File: src/rtl/fbw_pkg.sv
// Shared types and constants for the packed mono framebuffer writer.
// No dependencies; every other file imports this package.
`default_nettype none

package fbw_pkg;

  // Field widths fixed by the item format
  localparam int unsigned KIND_W  = 2;
  localparam int unsigned POS_W   = 9;
  localparam int unsigned BYTE_W  = 8;
  localparam int unsigned BIDX_W  = 14;
  localparam int unsigned SIZE_W  = 10;
  localparam int unsigned CADDR_W = 2;
  localparam int unsigned CDATA_W = 10;
  // Mapped index width: holds any product plus offset and any buffer depth
  localparam int unsigned IDX_W   = 17;
  localparam int unsigned PROD_W  = 16;
  localparam int unsigned HALF_W  = 8;

  localparam logic              ORIENT_RST = 1'b1;
  localparam logic [SIZE_W-1:0] WIDTH_RST  = 10'd400;
  localparam logic [SIZE_W-1:0] HEIGHT_RST = 10'd300;

  // Leftmost pixel of a tile byte
  localparam logic [BYTE_W-1:0] PIX_MSB = 8'h80;

  typedef enum logic [KIND_W-1:0] {
    KIND_SET  = 2'd0,
    KIND_FILL = 2'd1,
    KIND_READ = 2'd2
  } kind_e;

  typedef enum logic [CADDR_W-1:0] {
    CFG_ORIENT = 2'd0,
    CFG_WIDTH  = 2'd1,
    CFG_HEIGHT = 2'd2
  } cfg_reg_e;

  typedef enum logic [2:0] {
    S_IDLE,
    S_MAP,
    S_CHK,
    S_RD,
    S_MOD,
    S_FILL,
    S_DONE
  } state_e;

  // Registered result of the pixel address mapper
  typedef struct packed {
    logic             drop;
    logic [IDX_W-1:0] idx;
    logic [2:0]       code;
  } map_t;

endpackage

`default_nettype wire

File: src/rtl/fbw_map.sv
// Pixel-to-byte address mapper: bounds check, one 8x8 multiply, offset add.
// Output registered on load_i. Depends on fbw_pkg.
`default_nettype none

module fbw_map import fbw_pkg::*; #(
  parameter int unsigned BUFFER_BYTES = 16384
) (
  input  wire logic              clk_i,
  input  wire logic              load_i,
  input  wire logic              orient_i,
  input  wire logic [SIZE_W-1:0] width_i,
  input  wire logic [SIZE_W-1:0] height_i,
  input  wire logic [POS_W-1:0]  pos_x_i,
  input  wire logic [POS_W-1:0]  pos_y_i,
  output map_t                   map_o
);

  logic [SIZE_W-1:0] x_ext, y_ext, inv_y;
  logic [HALF_W-1:0] mul_a, mul_b, offs;
  logic [PROD_W-1:0] prod;
  logic [IDX_W-1:0]  idx;
  logic [2:0]        code;
  logic              oob;
  map_t              map_d, map_q;

  always_comb begin
    x_ext = {1'b0, pos_x_i};
    y_ext = {1'b0, pos_y_i};
    oob   = (x_ext >= width_i) || (y_ext >= height_i);
    inv_y = height_i - SIZE_W'(1) - y_ext;
    if (orient_i) begin
      mul_a = pos_x_i[POS_W-1:1];
      mul_b = height_i[SIZE_W-1:2];
      offs  = inv_y[SIZE_W-1:2];
      code  = {inv_y[1:0], pos_x_i[0]};
    end else begin
      mul_a = pos_y_i[POS_W-1:1];
      mul_b = width_i[SIZE_W-1:2];
      offs  = {1'b0, pos_x_i[POS_W-1:2]};
      code  = {pos_x_i[1:0], pos_y_i[0]};
    end
    prod       = mul_a * mul_b;
    idx        = {1'b0, prod} + IDX_W'(offs);
    map_d.idx  = idx;
    map_d.code = code;
    map_d.drop = oob || (idx >= IDX_W'(BUFFER_BYTES));
  end

  always_ff @(posedge clk_i) begin
    if (load_i) begin
      map_q <= map_d;
    end
  end

  assign map_o = map_q;

endmodule

`default_nettype wire

File: config.mk
export PLATFORM = sky130hd
export DESIGN_NAME = fbw_map
export DESIGN_NICKNAME = d
export VERILOG_FILES = /design/src/rtl/fbw_pkg.sv /design/src/rtl/fbw_map.sv
export SDC_FILE = /design/constraint.sdc
export NUM_CORES = 1
export LEC_CHECK = 0
export ABC_CLOCK_PERIOD_IN_PS = 7000
export BUFFER_PORTS_ARGS = -buffer_cell sky130_fd_sc_hd__buf_2
export CAP_MARGIN = 5
export CORE_MARGIN = 8
export CORE_UTILIZATION = 56
export CTS_CLUSTER_SIZE = 8
export DETAILED_ROUTE_END_ITERATION = 12
export PLACE_DENSITY = 0.76
export SYNTH_ARGS = -nofsm -noshare
export SYNTH_HDL_FRONTEND = slang
export SYNTH_SLANG_ARGS = --single-unit
File: constraint.sdc
create_clock -name clk_i -period 7 [get_ports clk_i]
set_input_delay 0.35 -clock clk_i [delete_from_list [all_inputs] [get_ports clk_i]]
set_output_delay 0.35 -clock clk_i [all_outputs]
set_load 0.01 [all_outputs]
==> results.md, run 1 <==
- Max-slew violations: 0
- Post-synthesis cell type count: 43
- Cts bufs inserted: 3
- H-tree depth: 1
- Area of the core: 7210 µm²
- WL/cell: between 10 and 15 µm
- Fin crit share: 0.892
- Global route total overflow: 0
- EDFF count, synth: 21
- CTS tree: done
- RSZ-0062 raised after global routing: false
- Syn nets: around 630
- First-pass GRT wire length: 16,000 µm
- Main synth FF type: edfxtp_1
- Crit path largest cell delay: between 0.5 and 0.6 ns
- Commonest non-fill, non-tap cell in the layout: inv_1
- Synthesis-to-finish area growth: 12.0%
- Leak pwr: 0.00251 µW
- Layout net count: roughly 700
- Peak VDD IR: 0.000144 V
- Worst EP arrival: around 6.2 ns
- DR vias/cell: around 5.3
- P per Cell Area: approximately 270 nW/µm²
- TritonRoute pass-1 iters: 4
- CP endpoint kind: register
- Hold path startpoint: pos_x_i[1]
- Top delay family on crit path: adder cells
- Die width: 102 µm
- Initial antenna violation count: 0
- WP data required: between 6 and 7 ns
- Vias: 3,383
- CTS resizes: 0
- Number of fillers in the final layout: around 630
- Seq cells post-synth: 21
- Initial Util: 0.572
- Drt total wl: 9260 µm
- Setup violators final: 0
- Worst setup path end: map_o[20]
- Crit-path max FO: 5
- Post-Syn Area: just over 4000 µm²
- Clock Tree Buf Depth: 2
- Seq/Total Area, Yosys: 0.153
- Die height: between 100 and 150 µm
- Least-Margin Pin Slew: roughly 0.9 ns
- Hold crit path type: primary input to register
- Total track usage: 0.192
- GPL Wtd Cong: between 0.8 and 0.9
- Cell Rows: 31
- Full die area: 10,400 µm²
- Sequential Area: 631 µm²
- Slowest stage cell, crit path: fa_1
- CTS Root Cell: clkbuf_8
- Min Tclk post-route: around 6.2 ns
- Worst setup path start: pos_y_i[0]
- Critical Path Source Type: primary input
- Clk slew on worst S/H paths: approximately 0.08 ns
- Post-CTS Setup Bufs: 0
- Largest net degree at the start of global routing: 27
- Post-DP HPWL: 8130 µm
- CTS Hold Buffers Added: 0
- Hold_ws: between 0.4 and 0.5 ns
- Post-synthesis average cell area: between 8 and 9 µm²
- Multi-input logic area: between 3000 and 4000 µm²
- Ant diodes: 0
- Final Hold Vio Count: 0
- DRT iter0 DRCs: about 220
- Yosys Warn Count: 0
- Gate Count Post-Synth: about 480
- Number of flip-flops in the largest register: 21
- Status: finished clean
- Ports: 62
- Post-synthesis async set-or-reset flop share: 0
- Crit Path Class: primary input to register
- Clock sinks: 21
- ANT nets after route: 0
- Vias in the first global route: approximately 3,600
- IO buf count: slightly above 60
- Commonest non-fill, non-tap cells in the layout: inv_1, ha_1, buf_2
- MaxCap Viol Count: 0
- Max Freq: around 0.16 GHz
- Post-route setup TNS: 0 ns
- Drt drc: 0
- Relative slew margins: 0.387
- Layout cell share with drive strength beyond 1: 0.146
- WP buf/inv: 6
- Cell depth of the worst setup path: 25
## power by group
part	internal [µW]	leakage, µW	total (µW)	switching [µW]
Sequential	231	0.000205	241	9.44
Combinational	401	0.00228	925	524
Clock	40.5	0.0000228	78.7	38.3
Total	673	0.00251	1240	572
## cell type report
cell class / count / share of cell area
sequential: 21 / 0.136
inverter: 96 / 0.0779
multi-input combinational: 353 / 0.674
timing repair buffer: 67 / 0.0757
tap: 99 / 0.0268
clock buffer: 4 / 0.00973
## Yosys cell counts, drive strengths merged, types with 3 or more instances
master / n / area [µm²]
nor2b: 5 / 38.8
mux2i: 10 / 100
nand2b: 3 / 18.8
nor2: 43 / 161
nor3: 7 / 35.0
inv: 96 / 360
edfxtp: 21 / 631
ha: 67 / 838
a21oi: 20 / 104
a21boi: 11 / 82.6
a31oi: 5 / 31.3
a21o: 8 / 60.1
xnor2: 8 / 70.1
o21a: 3 / 22.5
fa: 45 / 901
o21ai: 27 / 135
and2: 4 / 25.0
nand3: 5 / 25.0
clkbuf: 6 / 22.5
xor2: 5 / 43.8
nand2: 55 / 206
## worst min path at each step
stage	end	slack (ns)	cells past startpoint
after floorplan	map_o[0]	0.46	0
after global placement	map_o[2]	0.67	3
after detailed placement	map_o[2]	0.68	3
after CTS	map_o[2]	0.41	3
after global routing	map_o[2]	0.44	3
final	map_o[2]	0.42	3
## per-stage QoR
step	power [µW]	area (µm²)	utilization	setup slack, ns	cells
6_report	1240	4630	0.641	0.756	640
3_5_place_dp	1170	4580	0.635	0.488	636
4_1_cts	1260	4630	0.641	0.762	640
3_3_place_gp	1130	4580	0.635	0.687	636
2_1_floorplan	950	4130	-	1.13	476
5_1_grt	1390	4630	0.641	0.280	640
## routing by layer
layer | up-vias | GRT usage | share of wire
met4 | 0 | 0.0418 | 0.0064
li1 | 1684 | - | -
met2 | 84 | 0.336 | 0.49
met1 | 1611 | 0.252 | 0.46
met5 | - | 0 | 0
met3 | 4 | 0.0143 | 0.048
## kinds of logic after synthesis
family,count (synthesis),synth area share
flip-flops,21,0.153
multiplexers,12,0.0297
XOR/XNOR,13,0.0276
AO/OA/AOI/OAI,85,0.137
buffers and inverters,102,0.0927
adder cells (fa/ha/maj),112,0.421
AND/OR/NAND/NOR,131,0.139
No activity file was read; power rests on OpenSTA's default activity.
==> inputs of run 2 (changes only) <==
--- a/config.mk
+++ b/config.mk
@@ -9,10 +9,12 @@
 export BUFFER_PORTS_ARGS = -buffer_cell sky130_fd_sc_hd__buf_2
 export CAP_MARGIN = 5
 export CORE_MARGIN = 8
-export CORE_UTILIZATION = 56
+export CORE_UTILIZATION = 30
 export CTS_CLUSTER_SIZE = 8
 export DETAILED_ROUTE_END_ITERATION = 12
-export PLACE_DENSITY = 0.76
+export GPL_TIMING_DRIVEN = 0
+export PLACE_DENSITY = 0.44
+export SLEW_MARGIN = 20
 export SYNTH_ARGS = -nofsm -noshare
 export SYNTH_HDL_FRONTEND = slang
 export SYNTH_SLANG_ARGS = --single-unit
==> results.md, run 2 (synthesis gave the netlist of run 1 again) <==
- Area of the core: about 14,000 µm²
- Commonest non-fill, non-tap cell in the layout: inv_1
- Worst EP arrival: approximately 6.4 ns
- Worst setup path start: pos_y_i[0]
- P per Cell Area: approximately 270 nW/µm²
- Die width: ~130 µm
- MaxCap Viol Count: 0
- WL/cell: around 14 µm
- Leak pwr: ~0.0025 µW
- Full die area: ~18,000 µm²
- First-pass GRT wire length: ~17,000 µm
- Clock Tree Buf Depth: 2
- Ant diodes: 0
- Total track usage: 0.118
- Status: finished clean
- Post-route setup TNS: 0 ns
- Final core occ: 0.347
- Peak VDD IR: ~0.00012 V
- CTS resizes: 0
- WP data required: about 7 ns
- Final Hold Vio Count: 0
- Ports: 62
- Global route total overflow: 0
- Hold crit path type: primary input to register
- CTS Root Cell: clkbuf_16
- Worst setup path end: map_o[20]
- Post-CTS Setup Bufs: 0
- Number of flip-flops in the largest register: 21
- Commonest non-fill, non-tap cells in the layout: inv_1, ha_1, buf_2
- Layout cell share with drive strength beyond 1: 0.135
- Slowest stage cell, crit path: fa_1
- Crit-path max FO: 5
- Min Tclk post-route: about 6.4 ns
- RSZ-0062 raised after global routing: false
- Layout net count: 695
- Drt total wl: about 10,000 µm
- Post-DP HPWL: 8910 µm
- Initial Util: 0.302
- Least-Margin Pin Slew: between 0.8 and 0.9 ns
- GPL Wtd Cong: 0.826
- Crit path largest cell delay: ~0.54 ns
- Crit Path Class: primary input to register
- TritonRoute pass-1 iters: 4
- ANT nets after route: 0
- Die height: 133 µm
- Drt drc: 0
- Cts bufs inserted: 3
- Relative slew margins: 0.423
- Synthesis-to-finish area growth: 14.8%
- Largest net degree at the start of global routing: 22
- Vias: roughly 3,300
- Setup violators final: 0
- Max-slew violations: 0
- Initial antenna violation count: 0
- CP endpoint kind: register
- CTS Hold Buffers Added: 0
- Critical Path Source Type: primary input
- IO buf count: 61
- Fin crit share: 0.921
- Max Freq: 0.155 GHz
- H-tree depth: 1
- CTS tree: done
- Vias in the first global route: approximately 3,500
- Number of fillers in the final layout: 1,467
- Cell Rows: 43
- Clk slew on worst S/H paths: ~0.06 ns
- DRT iter0 DRCs: about 120
- Clock sinks: 21
- DR vias/cell: about 4.5
run 2: cell count changes in the layout (fill, tap and decap cells not counted):
cell	before	now
clkbuf_1	1	7
buf_4	6	0
clkbuf_16	0	3
clkbuf_8	3	0
run 2: report_power, final:
group | switching, µW | total, µW | internal, µW
combinational | 513 | 907 | 394
clock | 46.5 | 124 | 77.7
sequential | 8.57 | 240 | 231
total | 568 | 1270 | 703
run 2: worst min path at each step:
stage / startpoint / endpoint / slack (ns) / cells after the start
2_1_floorplan: load_i / map_o[0] / 0.46 / 0
3_3_place_gp: pos_x_i[0] / map_o[0] / 0.68 / 3
3_5_place_dp: pos_x_i[1] / map_o[2] / 0.68 / 3
4_1_cts: pos_x_i[1] / map_o[2] / 0.41 / 3
5_1_grt: pos_x_i[0] / map_o[0] / 0.44 / 3
6_report: pos_x_i[1] / map_o[2] / 0.41 / 3
run 2: area by class of cell:
type                            instances  area [µm²]  area share
Multi-Input combinational cell        353        3120       0.658
Sequential cell                        21         631       0.133
Inverter                               96         360      0.0760
Tap cell                              180         225      0.0475
Timing Repair Buffer                   61         305      0.0644
Clock buffer                            4        78.8      0.0166
Buffer                                  6        22.5     0.00475
run 2: metal layers:
metal | GRT usage | share of wire | vias to the layer above | wire (µm)
met5 | 0 | 0 | - | 0
met4 | 0.0343 | 0.016 | 0 | 162
met3 | 0.0143 | 0.035 | 9 | 353
met2 | 0.192 | 0.45 | 49 | 4580
met1 | 0.159 | 0.50 | 1524 | 5030
li1 | - | - | 1682 | -
run 2: worst max-delay path: cells and delay by family:
kind | cells | cell delay, ns
adders and majority gates | 7 | 2.83
AOI/OAI and AO/OA | 7 | 1.92
muxes | 1 | 0.12
and+or+nand+nor | 4 | 0.77
buffers and inverters | 6 | 0.45
run 2: through the flow:
step | cell area, µm² | total power, µW | hold WS, ns | instances | worst slack [ns]
after floorplan | 4130 | 950 | 0.462 | 476 | 1.13
after global routing | 4740 | 1430 | 0.445 | 721 | 0.170
after global placement | 4660 | 1170 | 0.684 | 717 | 0.294
after detailed placement | 4660 | 1170 | 0.682 | 717 | 0.248
final | 4740 | 1270 | 0.414 | 721 | 0.554
after CTS | 4740 | 1300 | 0.411 | 721 | 0.516
